<file path="src/rtl/button_click_event_detector_assert.svh">
// Assertion helpers for the button event detector.
// The including module provides clk and rst_n.
`ifndef BUTTON_CLICK_EVENT_DETECTOR_ASSERT_SVH
`define BUTTON_CLICK_EVENT_DETECTOR_ASSERT_SVH

`ifndef SYNTHESIS

// Same-cycle implication.
`define BCED_ASSERT_IMP(lbl, ante, cons) \
  lbl: assert property (@(posedge clk) disable iff (!rst_n) (ante) |-> (cons)) \
    else $error("bced: same-cycle check failed");

// Next-cycle implication.
`define BCED_ASSERT_NXT(lbl, ante, cons) \
  lbl: assert property (@(posedge clk) disable iff (!rst_n) (ante) |=> (cons)) \
    else $error("bced: next-cycle check failed");

`else

`define BCED_ASSERT_IMP(lbl, ante, cons)
`define BCED_ASSERT_NXT(lbl, ante, cons)

`endif

`endif

</file>
<file path="src/rtl/bced_pkg.sv">
package bced_pkg;

  localparam int NUM_BUTTONS = 4;
  localparam int BTN_IDX_W   = 2;

  localparam int CFG_IDX_W   = 2;
  localparam int CFG_DATA_W  = 16;

  localparam int TICK_W      = 16;
  localparam int DEB_W       = 8;
  localparam int PRESS_W     = 8;

  localparam int IN_DATA_W   = 8;
  localparam int OUT_DATA_W  = 24;

  localparam logic [TICK_W-1:0]  TICK_MAX  = '1;
  localparam logic [PRESS_W-1:0] PRESS_MAX = '1;

  typedef enum logic [CFG_IDX_W-1:0] {
    REG_ACTIVE_MASK = 2'd0,
    REG_DEBOUNCE    = 2'd1,
    REG_SHORT       = 2'd2,
    REG_LONG        = 2'd3
  } cfg_reg_t;

  typedef enum logic [2:0] {
    ST_IDLE      = 3'd0,
    ST_PRESSED   = 3'd1,
    ST_RELEASED  = 3'd2,
    ST_REPRESSED = 3'd3,
    ST_LONG      = 3'd5
  } fsm_state_t;

  typedef enum logic [2:0] {
    EV_NONE       = 3'd0,
    EV_DOWN       = 3'd1,
    EV_UP         = 3'd2,
    EV_SINGLE     = 3'd3,
    EV_DOUBLE     = 3'd4,
    EV_LONG_START = 3'd5,
    EV_LONG_HOLD  = 3'd6
  } event_t;

  typedef struct packed {
    logic [NUM_BUTTONS-1:0] active_level_mask;
    logic [DEB_W-1:0]       deb_thresh;
    logic [TICK_W-1:0]      gap_limit;
    logic [TICK_W-1:0]      hold_limit;
  } cfg_t;

  typedef struct packed {
    fsm_state_t           fsm;
    logic [TICK_W-1:0]    tick_count;
    logic [DEB_W-1:0]     debounce_count;
    logic                 level;
    logic [PRESS_W-1:0]   repeat_count;
    event_t               last_event;
  } btn_state_t;

  typedef struct packed {
    logic [BTN_IDX_W-1:0] button_echo;
    event_t               held_event;
    event_t               fired_event;
    logic                 repeat_fired;
    logic [PRESS_W-1:0]   press_count;
    logic                 stable_level;
  } result_t;

endpackage

</file>
<file path="src/rtl/button_click_event_detector.sv">
// Channel   Dir  Beat contents (tdata, lowest bit first)
// in_       in   button_index[1:0], pin_sample[2], zero pad to 8 bits
// out_      out  button_echo, held_event, fired_event, repeat_fired,
//                press_count, stable_level (18 bits, zero pad to 24)
// cfg_      in   write enable, register index, 16-bit write data
//
// One beat per cycle sustained while out_tready holds high; each beat passes
// the input register, then the result register, before it leaves. The per-button
// state is read and written in the same cycle the beat moves into the
// result register, so consecutive beats for one button see each other.
// A stalled result holds the result register; the input register keeps
// taking beats as long as either register has room.
// Synchronous active-low reset clears both stages and all per-button state
// and loads the config registers with their defaults.
module button_click_event_detector (
  input  logic                                clk,
  input  logic                                rst_n,
  // button_index[1:0], pin_sample[2]
  input  logic [bced_pkg::IN_DATA_W-1:0]      in_tdata,
  input  logic                                in_tvalid,
  output logic                                in_tready,
  // button_echo[1:0], held_event[4:2], fired_event[7:5], repeat_fired[8],
  // press_count[16:9], stable_level[17]
  output logic [bced_pkg::OUT_DATA_W-1:0]     out_tdata,
  output logic                                out_tvalid,
  input  logic                                out_tready,
  input  logic                                cfg_we,
  input  logic [bced_pkg::CFG_IDX_W-1:0]      cfg_index,
  input  logic [bced_pkg::CFG_DATA_W-1:0]     cfg_wdata
);

  bced_pkg::cfg_t                   cfg;
  bced_pkg::btn_state_t             cur_state;
  bced_pkg::btn_state_t             nxt_state;
  bced_pkg::result_t                res;

  // Input register
  logic                             s1_valid_r;
  logic                             s1_valid_nxt;
  logic [bced_pkg::BTN_IDX_W-1:0]   s1_idx_r;
  logic                             s1_pin_r;

  // Result register
  logic                             out_valid_r;
  logic                             out_valid_nxt;
  bced_pkg::result_t                out_data_r;

  logic                             s2_free;
  logic                             s1_adv;
  logic                             in_take;

  assign s2_free   = !out_valid_r || out_tready;
  assign s1_adv    = s1_valid_r && s2_free;
  assign in_tready = !s1_valid_r || s2_free;
  assign in_take   = in_tvalid && in_tready;

  bced_cfg_regs u_cfg (
    .clk       (clk),
    .rst_n     (rst_n),
    .cfg_we    (cfg_we),
    .cfg_index (cfg_index),
    .cfg_wdata (cfg_wdata),
    .cfg       (cfg)
  );

  bced_state_bank u_bank (
    .clk      (clk),
    .rst_n    (rst_n),
    .rd_idx   (s1_idx_r),
    .rd_state (cur_state),
    .wr_en    (s1_adv),
    .wr_idx   (s1_idx_r),
    .wr_state (nxt_state)
  );

  bced_step u_step (
    .cfg (cfg),
    .idx (s1_idx_r),
    .pin (s1_pin_r),
    .cur (cur_state),
    .nxt (nxt_state),
    .res (res)
  );

  // Refill the input register whenever it drains or is empty.
  always_comb begin
    s1_valid_nxt = s1_valid_r;
    if (in_take) begin
      s1_valid_nxt = 1'b1;
    end else if (s1_adv) begin
      s1_valid_nxt = 1'b0;
    end
  end

  always_comb begin
    out_valid_nxt = out_valid_r;
    if (s1_adv) begin
      out_valid_nxt = 1'b1;
    end else if (out_tready) begin
      out_valid_nxt = 1'b0;
    end
  end

  always_ff @(posedge clk) begin
    if (!rst_n) begin
      s1_valid_r  <= 1'b0;
      out_valid_r <= 1'b0;
    end else begin
      s1_valid_r  <= s1_valid_nxt;
      out_valid_r <= out_valid_nxt;
    end
  end

  // Payload: load on take, hold otherwise.
  always_ff @(posedge clk) begin
    if (in_take) begin
      s1_idx_r <= in_tdata[bced_pkg::BTN_IDX_W-1:0];
      s1_pin_r <= in_tdata[bced_pkg::BTN_IDX_W];
    end
    if (s1_adv) begin
      out_data_r <= res;
    end
  end

  assign out_tvalid = out_valid_r;
  assign out_tdata  = {6'b0,
                       out_data_r.stable_level,
                       out_data_r.press_count,
                       out_data_r.repeat_fired,
                       out_data_r.fired_event,
                       out_data_r.held_event,
                       out_data_r.button_echo};

`include "button_click_event_detector_assert.svh"

  // A fired event is always the one now held.
  `BCED_ASSERT_IMP(a_fired_is_held, out_valid_r && (out_data_r.fired_event != bced_pkg::EV_NONE), out_data_r.held_event == out_data_r.fired_event)

  // A repeat press is only ever reported as a press down.
  `BCED_ASSERT_IMP(a_repeat_is_down, out_valid_r && out_data_r.repeat_fired, out_data_r.fired_event == bced_pkg::EV_DOWN)

  // A beat parked in the input register stays there until the result side frees.
  `BCED_ASSERT_NXT(a_s1_holds, s1_valid_r && !s2_free, s1_valid_r && $stable(s1_idx_r))

  // A result blocked downstream is not overwritten by the next beat.
  `BCED_ASSERT_NXT(a_out_holds, out_valid_r && !out_tready, out_valid_r && $stable(out_data_r))

endmodule

</file>
<file path="src/rtl/bced_cfg_regs.sv">
module bced_cfg_regs (
  input  logic                              clk,
  input  logic                              rst_n,
  input  logic                              cfg_we,
  input  logic [bced_pkg::CFG_IDX_W-1:0]    cfg_index,
  input  logic [bced_pkg::CFG_DATA_W-1:0]   cfg_wdata,
  output bced_pkg::cfg_t                    cfg
);

  bced_pkg::cfg_t cfg_r;
  bced_pkg::cfg_t cfg_nxt;

  always_comb begin
    cfg_nxt = cfg_r;
    if (cfg_we) begin
      unique case (bced_pkg::cfg_reg_t'(cfg_index))
        bced_pkg::REG_ACTIVE_MASK:
          cfg_nxt.active_level_mask = cfg_wdata[bced_pkg::NUM_BUTTONS-1:0];
        bced_pkg::REG_DEBOUNCE: cfg_nxt.deb_thresh = cfg_wdata[bced_pkg::DEB_W-1:0];
        bced_pkg::REG_SHORT:    cfg_nxt.gap_limit  = cfg_wdata[bced_pkg::TICK_W-1:0];
        bced_pkg::REG_LONG:     cfg_nxt.hold_limit = cfg_wdata[bced_pkg::TICK_W-1:0];
        default:                cfg_nxt = cfg_r;
      endcase
    end
  end

  always_ff @(posedge clk) begin
    if (!rst_n) begin
      cfg_r.active_level_mask <= '1;
      cfg_r.deb_thresh        <= bced_pkg::DEB_W'(3);
      cfg_r.gap_limit         <= bced_pkg::TICK_W'(60);
      cfg_r.hold_limit        <= bced_pkg::TICK_W'(200);
    end else begin
      cfg_r <= cfg_nxt;
    end
  end

  assign cfg = cfg_r;

endmodule

</file>
<file path="src/rtl/bced_state_bank.sv">
module bced_state_bank (
  input  logic                              clk,
  input  logic                              rst_n,
  input  logic [bced_pkg::BTN_IDX_W-1:0]    rd_idx,
  output bced_pkg::btn_state_t              rd_state,
  input  logic                              wr_en,
  input  logic [bced_pkg::BTN_IDX_W-1:0]    wr_idx,
  input  bced_pkg::btn_state_t              wr_state
);

  bced_pkg::btn_state_t state_r [bced_pkg::NUM_BUTTONS];

  // Level resets to zero: the inactive level under the reset mask of all ones.
  always_ff @(posedge clk) begin
    if (!rst_n) begin
      for (int i = 0; i < bced_pkg::NUM_BUTTONS; i++) begin
        state_r[i].fsm            <= bced_pkg::ST_IDLE;
        state_r[i].tick_count     <= '0;
        state_r[i].debounce_count <= '0;
        state_r[i].level          <= 1'b0;
        state_r[i].repeat_count   <= '0;
        state_r[i].last_event     <= bced_pkg::EV_NONE;
      end
    end else begin
      for (int i = 0; i < bced_pkg::NUM_BUTTONS; i++) begin
        if (wr_en && (wr_idx == bced_pkg::BTN_IDX_W'(i))) begin
          state_r[i] <= wr_state;
        end
      end
    end
  end

  always_comb begin
    rd_state = state_r[0];
    for (int i = 0; i < bced_pkg::NUM_BUTTONS; i++) begin
      if (rd_idx == bced_pkg::BTN_IDX_W'(i)) begin
        rd_state = state_r[i];
      end
    end
  end

endmodule

</file>
<file path="src/rtl/bced_step.sv">
module bced_step (
  input  bced_pkg::cfg_t                    cfg,
  input  logic [bced_pkg::BTN_IDX_W-1:0]    idx,
  input  logic                              pin,
  input  bced_pkg::btn_state_t              cur,
  output bced_pkg::btn_state_t              nxt,
  output bced_pkg::result_t                 res
);

  logic                           in_range;
  logic                           act;
  logic                           pressed;
  logic [bced_pkg::DEB_W-1:0]     deb_inc;
  bced_pkg::event_t               fired;
  logic                           rep;
  bced_pkg::btn_state_t           st;

  assign in_range = (int'(idx) < bced_pkg::NUM_BUTTONS);
  assign act      = cfg.active_level_mask[idx];
  assign deb_inc  = cur.debounce_count + bced_pkg::DEB_W'(1);

  always_comb begin
    st    = cur;
    fired = bced_pkg::EV_NONE;
    rep   = 1'b0;

    // Advance the gap timer while a sequence is live, hold at full scale.
    if ((cur.fsm != bced_pkg::ST_IDLE) && (cur.tick_count != bced_pkg::TICK_MAX)) begin
      st.tick_count = cur.tick_count + bced_pkg::TICK_W'(1);
    end

    // Debounce: accept a differing level after enough consecutive samples.
    if (pin != cur.level) begin
      st.debounce_count = deb_inc;
      if (deb_inc >= cfg.deb_thresh) begin
        st.level          = pin;
        st.debounce_count = '0;
      end
    end else begin
      st.debounce_count = '0;
    end

    pressed = (st.level == act);

    unique case (cur.fsm)
      bced_pkg::ST_IDLE: begin
        if (pressed) begin
          fired           = bced_pkg::EV_DOWN;
          st.tick_count   = '0;
          st.repeat_count = bced_pkg::PRESS_W'(1);
          st.fsm          = bced_pkg::ST_PRESSED;
        end else begin
          st.last_event = bced_pkg::EV_NONE;
        end
      end
      bced_pkg::ST_PRESSED: begin
        if (!pressed) begin
          fired         = bced_pkg::EV_UP;
          st.tick_count = '0;
          st.fsm        = bced_pkg::ST_RELEASED;
        end else if (st.tick_count > cfg.hold_limit) begin
          fired  = bced_pkg::EV_LONG_START;
          st.fsm = bced_pkg::ST_LONG;
        end
      end
      bced_pkg::ST_RELEASED: begin
        if (pressed) begin
          fired = bced_pkg::EV_DOWN;
          if (cur.repeat_count != bced_pkg::PRESS_MAX) begin
            st.repeat_count = cur.repeat_count + bced_pkg::PRESS_W'(1);
          end
          rep           = 1'b1;
          st.tick_count = '0;
          st.fsm        = bced_pkg::ST_REPRESSED;
        end else if (st.tick_count > cfg.gap_limit) begin
          // Three or more presses time out silently.
          if (cur.repeat_count == bced_pkg::PRESS_W'(1)) begin
            fired = bced_pkg::EV_SINGLE;
          end else if (cur.repeat_count == bced_pkg::PRESS_W'(2)) begin
            fired = bced_pkg::EV_DOUBLE;
          end
          st.fsm = bced_pkg::ST_IDLE;
        end
      end
      bced_pkg::ST_REPRESSED: begin
        if (!pressed) begin
          fired = bced_pkg::EV_UP;
          if (st.tick_count < cfg.gap_limit) begin
            st.tick_count = '0;
            st.fsm        = bced_pkg::ST_RELEASED;
          end else begin
            st.fsm = bced_pkg::ST_IDLE;
          end
        end else if (st.tick_count > cfg.gap_limit) begin
          st.fsm = bced_pkg::ST_IDLE;
        end
      end
      bced_pkg::ST_LONG: begin
        if (pressed) begin
          fired = bced_pkg::EV_LONG_HOLD;
        end else begin
          fired  = bced_pkg::EV_UP;
          st.fsm = bced_pkg::ST_IDLE;
        end
      end
      default: begin
        st.fsm = bced_pkg::ST_IDLE;
      end
    endcase

    if (fired != bced_pkg::EV_NONE) begin
      st.last_event = fired;
    end
  end

  always_comb begin
    res.button_echo = idx;
    if (in_range) begin
      nxt              = st;
      res.held_event   = st.last_event;
      res.fired_event  = fired;
      res.repeat_fired = rep;
      res.press_count  = st.repeat_count;
      res.stable_level = st.level;
    end else begin
      nxt              = cur;
      res.held_event   = bced_pkg::EV_NONE;
      res.fired_event  = bced_pkg::EV_NONE;
      res.repeat_fired = 1'b0;
      res.press_count  = '0;
      res.stable_level = 1'b0;
    end
  end

endmodule
</file>
<file path="config.mk">
export PLATFORM = sky130hd
export DESIGN_NAME = button_click_event_detector
export DESIGN_NICKNAME = d
export VERILOG_FILES = /design/src/rtl/bced_pkg.sv /design/src/rtl/button_click_event_detector.sv /design/src/rtl/bced_cfg_regs.sv /design/src/rtl/bced_state_bank.sv /design/src/rtl/bced_step.sv
export VERILOG_INCLUDE_DIRS = /design/src /design/src/rtl
export SDC_FILE = /design/constraint.sdc
export NUM_CORES = 1
export LEC_CHECK = 0
export BUFFER_PORTS_ARGS = -buffer_cell sky130_fd_sc_hd__buf_2
export CAP_MARGIN = 20
export CORE_MARGIN = 10
export CORE_UTILIZATION = 35
export CTS_CLUSTER_DIAMETER = 80
export DETAILED_ROUTE_END_ITERATION = 6
export PLACE_DENSITY = 0.56
export SETUP_SLACK_MARGIN = 0.05
export SYNTH_ARGS = -nofsm -noshare
export SYNTH_HDL_FRONTEND = slang
export SYNTH_SLANG_ARGS = --single-unit
</file>
<file path="constraint.sdc">
create_clock -name clk -period 5.65 [get_ports clk]
set_clock_uncertainty 0.15 [all_clocks]
set_input_delay 0.8475 -clock clk [delete_from_list [all_inputs] [get_ports clk]]
set_output_delay 0.8475 -clock clk [all_outputs]
set_load 0.01 [all_outputs]
</file>
==> impl_metrics.env, run 1 <==
export IMPL_r2r_start="s1_idx_r[0]"
export IMPL_core_region_area_mm2=0.0305
export IMPL_multi_input_area_mm2=0.00501
export IMPL_design_area_mm2=0.0130
export IMPL_synth_simple_area_share_pct=15.2
export IMPL_grt_pass1_vias=7897
export IMPL_fmaxAchievable_mhz=184
export IMPL_vias_per_cell=5.16
export IMPL_drtPass1Iterations=5
export IMPL_cp_arrival_ns=5.67
export IMPL_r2r_end="u_bank.state_r[0][2]"
export IMPL_synth_common_cells="121 x dfxtp_1, 121 x nand2_1, 102 x edfxtp_1, 89 x nor2_1, 66 x inv_1"
export IMPL_crit_required_ns=5.87
export IMPL_nFillCells=2909
export IMPL_slowest_stage="edfxtp_1"
export IMPL_area_delta_synth_final_pct=20.5
export IMPL_grt_max_degree=51
export IMPL_netlist_cell_type_count=69
export IMPL_ys_warn_count=0
export IMPL_cts_max_path_buffers=3
export IMPL_wl_mm=27.0
export IMPL_synthFlopType="dfxtp_1"
export IMPL_cts_buffers=25
export IMPL_synthAdderAreaFrac_pct=4.97
export IMPL_status="complete, no violations"
export IMPL_yosys_area_top_type="edfxtp_1"
export IMPL_wire_per_inst_um=17.5
export IMPL_fin_crit_sh_pct=96.3
export IMPL_clk_insertion_delay_late_ns=0.52
export IMPL_muxShareOfSynthArea_pct=9.24
export IMPL_area_sequential_mm2=0.00549
export IMPL_place_ws_ns=-0.197
export IMPL_initial_core_util_pct=35.4
export IMPL_ys_ff_latch=223
export IMPL_cts_root_buf="clkbuf_16"
export IMPL_synth_top_area_share_pct=28.3
export IMPL_cp_start_kind="register"
export IMPL_ant_nets=0
export IMPL_worst_setup_path_type="reg2reg"
export IMPL_r2r_cells=24
export IMPL_io_buffers=45
export IMPL_rsz0062_at_grt="yes"
export IMPL_cts_tree="built"
export IMPL_syn_mean_instance_area_um2=10.7
export IMPL_die_area_mm2=0.0383
export IMPL_finalPower_uw=3920
export IMPL_h_tree_depth=1
export IMPL_fin_util_pct=42.7
export IMPL_slew_viol_final=0
export IMPL_p_per_area_mw_per_mm2=301
export IMPL_synth_xor_area_share_pct=2.02
export IMPL_p_leak_uw=0.00497
export IMPL_drv_cap=0
export IMPL_num_rows=64
export IMPL_slew_limit_headroom_pct=32.0
export IMPL_grt_antenna_before_repair=0
export IMPL_synthCells=1013
export IMPL_layout_min_cycle_time_ns=5.44
export IMPL_tightest_slew_ns=1.02
export IMPL_hold_viol=0
export IMPL_hp_class="reg2reg"
export IMPL_crit_top_cell="buf_4"
export IMPL_synth_edf_count=102
export IMPL_max_stage_delay_ns=0.41
export IMPL_path_max_fanout=14
export IMPL_finalSetupViolCount=0
export IMPL_holdPathStages=2
export IMPL_num_vias=7930
export IMPL_async_reset_ff_share_pct=0
export IMPL_synth_top_cells_by_area="edfxtp_1 28%, dfxtp_1 22%, mux4_2 6.5%"
export IMPL_fp_dieW_um=196
export IMPL_worst_slack_ns=0.208
export IMPL_grt_overflow_total=0
export IMPL_critPathCaptureType="register"
export IMPL_ir_drop_v=0.000217
export IMPL_crit_path_cell_trace="buf_12 > buf_4 > mux4_2 > nand4_1 > nor4_4 > nor2_2 > and4_4 > and2_4 > and3_1 > xnor2_2 > inv_2 > ha_4 > nand4_1 > buf_4 > nor4_4 > buf_4 > and2_4 > nand2_1 > a21oi_1 > nor4_2 > a311oi_4 > inv_2 > o31a_1 > nor2_1"
export IMPL_drc=0
export IMPL_fp_dieH_um=196
export IMPL_initialDrtViolationCount=457
export IMPL_cts_clk_slew_worst_paths_ns=0.06
export IMPL_grt_pass1_wl_mm=42.5
export IMPL_io_pins=57
export IMPL_track_usage_pct=13.5
export IMPL_synth_compound_area_share_pct=12.8
export IMPL_place_gp_congestion=0.844
export IMPL_nets=1197
export IMPL_holdBufCountCts=0
export IMPL_seq_area_frac_synth_pct=50.7
export IMPL_r2r_slack_ns=0.21
export IMPL_hold_path_end="u_bank.state_r[3][35]"
export IMPL_num_antenna_cells=0
export IMPL_synth_top_family_by_area="simple AND/OR/NAND/NOR gates"
export IMPL_clkSinkCount=223
export IMPL_min_from="u_bank.state_r[3][35]"
export IMPL_netlist_area_mm2=0.0108
export IMPL_dp_hpwl_mm=18.0
export IMPL_layout_drive_gt1_share_pct=21.7
export IMPL_place_area_mm2=0.0119
metal layers:
layer  global-route usage, %  part of all wire [%]  vias to the layer above
met1                    17.6                    46                     3851
met5                       0                     0                        -
met3                    2.30                   5.2                       29
met2                    22.6                    48                      171
met4                    3.42                   1.6                        0
li1                        -                     -                     3879
through the flow:
step / hold slack [ns] / TNS (ns) / std cells
4_1_cts: 0.304 / 0 / 1520
6_report: 0.297 / 0 / 1537
3_5_place_dp: 0.291 / -1.93 / 1473
5_1_grt: 0.324 / -0.164 / 1537
3_3_place_gp: 0.280 / -1.40 / 1473
2_1_floorplan: 0.267 / 0 / 1018
sequential cells by signal (all words and copies together), names as in the netlist:
| register | cells |
|---|---|
| u_bank.state_r | 156 |
| u_cfg.cfg | 44 |
| out_tdata | 18 |
| s1_idx_r | 2 |
| out_tvalid | 1 |
| s1_pin_r | 1 |
| s1_valid_r | 1 |
layout by cell type (no fill, tap or decap), drive strengths merged, types with 8 or more instances in the layout:
| cell type | count |
|---|---|
| xnor2 | 14 |
| nand2 | 121 |
| clkbuf | 37 |
| edfxtp | 102 |
| dfxtp | 121 |
| mux4 | 39 |
| nand3 | 56 |
| buf | 137 |
| o21ai | 59 |
| inv | 68 |
| ha | 43 |
| o211ai | 9 |
| nand4 | 14 |
| and2 | 9 |
| mux2i | 8 |
| and3 | 9 |
| nor2 | 89 |
| xor2 | 11 |
| nor2b | 28 |
| a21boi | 31 |
| a21oi | 15 |
| a32o | 30 |
layout make-up:
| type | count | share of cell area, % |
|---|---|---|
| timing repair buffer | 137 | 7.53 |
| multi-input combinational | 669 | 38.4 |
| inverter | 67 | 1.93 |
| clock buffer | 37 | 5.30 |
| clock inverter | 8 | 0.921 |
| sequential | 223 | 42.1 |
| tap | 396 | 3.80 |
cell families (layout without fill, tap and decap cells):
group,count (synthesis),after routing
AO/OA/AOI/OAI,193,193
XOR/XNOR,25,25
adder cells (fa/ha/maj),43,43
buffers and inverters,126,249
flip-flops,223,223
multiplexers,48,48
other,1,6
AND/OR/NAND/NOR,354,354
power by group:
part	switching, µW	leakage (µW)	internal [µW]
Combinational	321	0.00256	214
Clock	636	0.000391	981
Sequential	18.2	0.00202	1750
critical path, delay by kind of cell (launching register included):
| kind | cells | cell delay [ns] |
|---|---|---|
| multiplexers | 1 | 0.39 |
| AO/OA/AOI/OAI | 3 | 1.03 |
| AND/OR/NAND/NOR | 12 | 1.96 |
| buffers and inverters | 6 | 0.84 |
| adder cells (fa/ha/maj) | 1 | 0.28 |
| flip-flops | 1 | 0.41 |
| XOR/XNOR | 1 | 0.21 |
worst max-delay path by stage:
stage / from / slack, ns / depth (start not counted) / endpoint
2_1_floorplan: s1_idx_r[0] / 0.02 / 25 / u_bank.state_r[1][2]
3_3_place_gp: s1_idx_r[0] / -0.16 / 25 / u_bank.state_r[0][2]
3_5_place_dp: s1_idx_r[0] / -0.20 / 24 / u_bank.state_r[1][2]
4_1_cts: s1_idx_r[0] / 0.05 / 25 / u_bank.state_r[0][2]
5_1_grt: s1_idx_r[0] / -0.05 / 25 / u_bank.state_r[0][2]
6_report: s1_idx_r[0] / 0.21 / 24 / u_bank.state_r[0][2]
what timing repair did:
action / 4_1_cts / 5_1_grt
pin swaps: 7 / 15
cloned: 0 / 0
setup buffers: 2 / 17
setup endpoints to repair: 16 / 52
endpoints found under the hold margin: 0 / 0
gates resized for setup: 9 / 32
Note: power is estimated with default switching activity, not from simulation.
==> run 2: changes to the inputs <==
- clock period: 5.65 -> 4.75 ns (I/O delays scaled with it)
==> run 2 against run 1 <==
  * The flow now finishes with violations (negative setup slack)
  * Die area unchanged
  * Routed wire length increased by 12%
  * Design area increased by 8.8%
  * Cell count increased by 4.8%
  * Critical path type unchanged
  * Critical endpoint unchanged
  * Largest cell class unchanged
  * Largest power group unchanged
==> impl_metrics.env, run 2 (same netlist as run 1, synthesis figures left out) <==
export IMPL_status="finished, violations left"
export IMPL_violations="negative setup slack"
export IMPL_p_per_area_mw_per_mm2=334
export IMPL_cp_arrival_ns=5.53
export IMPL_switching_power_uw=1230
export IMPL_slew_viol_final=0
export IMPL_crit_path_cell_trace="buf_6 > buf_12 > mux4_2 > ha_4 > nand4_1 > nor4_4 > nor2_2 > and4_1 > and2_4 > and3_4 > xnor2_4 > inv_2 > ha_4 > nand4_1 > nor4_2 > buf_4 > and2_4 > nand2b_1 > a211oi_4 > nor4_4 > a311oi_4 > inv_2 > o31a_1 > nor2_1"
export IMPL_hp_class="in2reg"
export IMPL_multi_input_area_mm2=0.00540
export IMPL_max_stage_delay_ns=0.56
export IMPL_die_area_mm2=0.0383
export IMPL_dp_hpwl_mm=19.0
export IMPL_wire_per_inst_um=18.8
export IMPL_largest_register_ffs=156
export IMPL_hold_viol=0
export IMPL_area_delta_synth_final_pct=31.2
export IMPL_cp_start_kind="register"
export IMPL_rsz0062_at_grt="yes"
export IMPL_cts_tree="built"
export IMPL_clkPwrFrac_pct=38.1
export IMPL_clk_insertion_delay_late_ns=0.52
export IMPL_ant_nets=0
export IMPL_cts_clk_slew_worst_paths_ns=0.06
export IMPL_clkSinkCount=223
export IMPL_num_rows=64
export IMPL_worstPathBufferInverterCount=5
export IMPL_worst_setup_path_type="reg2reg"
export IMPL_p_seq_share_pct=44.3
export IMPL_grt_pass1_vias=8570
export IMPL_io_pins=57
export IMPL_fmaxAchievable_mhz=189
export IMPL_fp_dieW_um=196
export IMPL_layout_drive_gt1_share_pct=30.5
export IMPL_area_sequential_mm2=0.00549
export IMPL_critPathCaptureType="register"
export IMPL_grt_overflow_total=0
export IMPL_cts_root_buf="clkbuf_16"
export IMPL_track_usage_pct=15.0
export IMPL_slew_limit_headroom_pct=32.8
export IMPL_num_antenna_cells=0
export IMPL_drtPass1Iterations=5
export IMPL_grt_pass1_wl_mm=47.1
export IMPL_tightest_slew_ns=1.01
export IMPL_combPwrFrac_pct=17.6
export IMPL_fp_dieH_um=196
export IMPL_worst_slack_ns=-0.550
export IMPL_grt_antenna_before_repair=0
export IMPL_drv_cap=0
export IMPL_grt_max_degree=57
export IMPL_h_tree_depth=1
export IMPL_core_region_area_mm2=0.0305
export IMPL_slowest_stage="mux4_2"
export IMPL_drc=0
export IMPL_nFillCells=2822
export IMPL_ir_drop_v=0.000237
export IMPL_initial_core_util_pct=35.4
export IMPL_dp_cells=1527
export IMPL_num_vias=8531
export IMPL_layout_min_cycle_time_ns=5.30
export IMPL_vias_per_cell=5.30
export IMPL_place_ws_ns=-0.595
export IMPL_fin_crit_sh_pct=112
export IMPL_crit_required_ns=4.98
export IMPL_cts_buffers=25
export IMPL_wl_mm=30.2
export IMPL_p_int_uw=3510
export IMPL_fin_cells=1611
export IMPL_nets=1271
export IMPL_p_leak_uw=0.00545
export IMPL_crit_family="simple AND/OR/NAND/NOR gates"
export IMPL_final_cell_mix="136 x buf_4, 121 x dfxtp_1, 119 x nand2_1, 102 x edfxtp_1, 74 x nor2_1"
export IMPL_switching_share_pct=26.0
export IMPL_top_register="u_bank.state_r"
export IMPL_cts_max_path_buffers=3
export IMPL_path_max_fanout=6
export IMPL_place_gp_congestion=0.832
export IMPL_finalSetupViolCount=93
export IMPL_io_buffers=45
export IMPL_final_common_cell="buf_4"
export IMPL_initialDrtViolationCount=485
==> run 2: cell types whose count changed in the layout (fill, tap and decap cells not counted), sizes merged <==
cell | before | now
buf | 137 | 207
bufinv | 3 | 1
clkbuf | 37 | 39
clkinv | 3 | 8
inv | 68 | 67
==> run 2: timing repair <==
action,in CTS,in global routing
buffers inserted,17,14
gates cloned,5,5
pin swaps,17,42
hold buffers,0,0
gates resized for setup,62,54
setup endpoints to repair,113,134
==> run 2: path summary, 6_finish.rpt <==
path | startpoint | endpoint | slack (ns) | cells after the start
min | in_tdata[2] | s1_pin_r | 0.22 | 1
max | s1_idx_r[0] | u_bank.state_r[0][2] | -0.55 | 24
min reg2reg | u_bank.state_r[2][27] | u_bank.state_r[2][27] | 0.31 | 1
max reg2reg | s1_idx_r[0] | u_bank.state_r[0][2] | -0.55 | 24
==> run 2: per-stage QoR <==
| step | area [µm²] | hold slack, ns | total power [µW] | TNS, ns | utilization [%] |
|---|---|---|---|---|---|
| after global placement | 12500 | 0.279 | 2810 | -31.42 | 40.9 |
| after floorplan | 11000 | 0.267 | 2530 | -15.70 | - |
| after CTS | 13800 | 0.189 | 4730 | -22.92 | 45.1 |
| after detailed placement | 12500 | 0.293 | 2820 | -35.28 | 40.9 |
| final | 14200 | 0.218 | 4750 | -28.19 | 46.5 |
| after global routing | 14200 | 0.202 | 4940 | -46.42 | 46.5 |
==> run 2: final cells by class <==
| class | instances | share of cell area [%] |
|---|---|---|
| clock buffers | 35 | 4.81 |
| clock inverters | 10 | 0.511 |
| inverters | 67 | 1.77 |
| multi-input cells | 669 | 38.0 |
| flip-flops and latches | 223 | 38.7 |
| well taps | 396 | 3.49 |
| repair buffers | 211 | 12.7 |
==> run 2: worst register-to-register path, delay by kind of cell (launching register included) <==
kind	cells	cell delay, ns
simple gates	12	1.85
compound gates	3	1.00
buf+inv	5	0.66
mux	1	0.56
fa+ha+maj	2	0.47
flops	1	0.36
xor+xnor	1	0.12
==> run 2: power by group through the flow <==
stage	registers (µW)	clock network, µW	logic, µW
after CTS	2100	1860	766
after global placement	2140	0	671
final	2100	1810	836
after global routing	2110	1930	904
after detailed placement	2140	0	678
after floorplan	2140	0	387
==> run 2: per-layer routing <==
metal  global-route usage, %  part of all wire (%)  up-vias
li1                        -                     -     4041
met2                    25.0                    48      179
met3                    2.51                   4.9       46
met1                    19.6                    45     4265
met5                       0                     0        -
met4                    4.02                   2.3        0
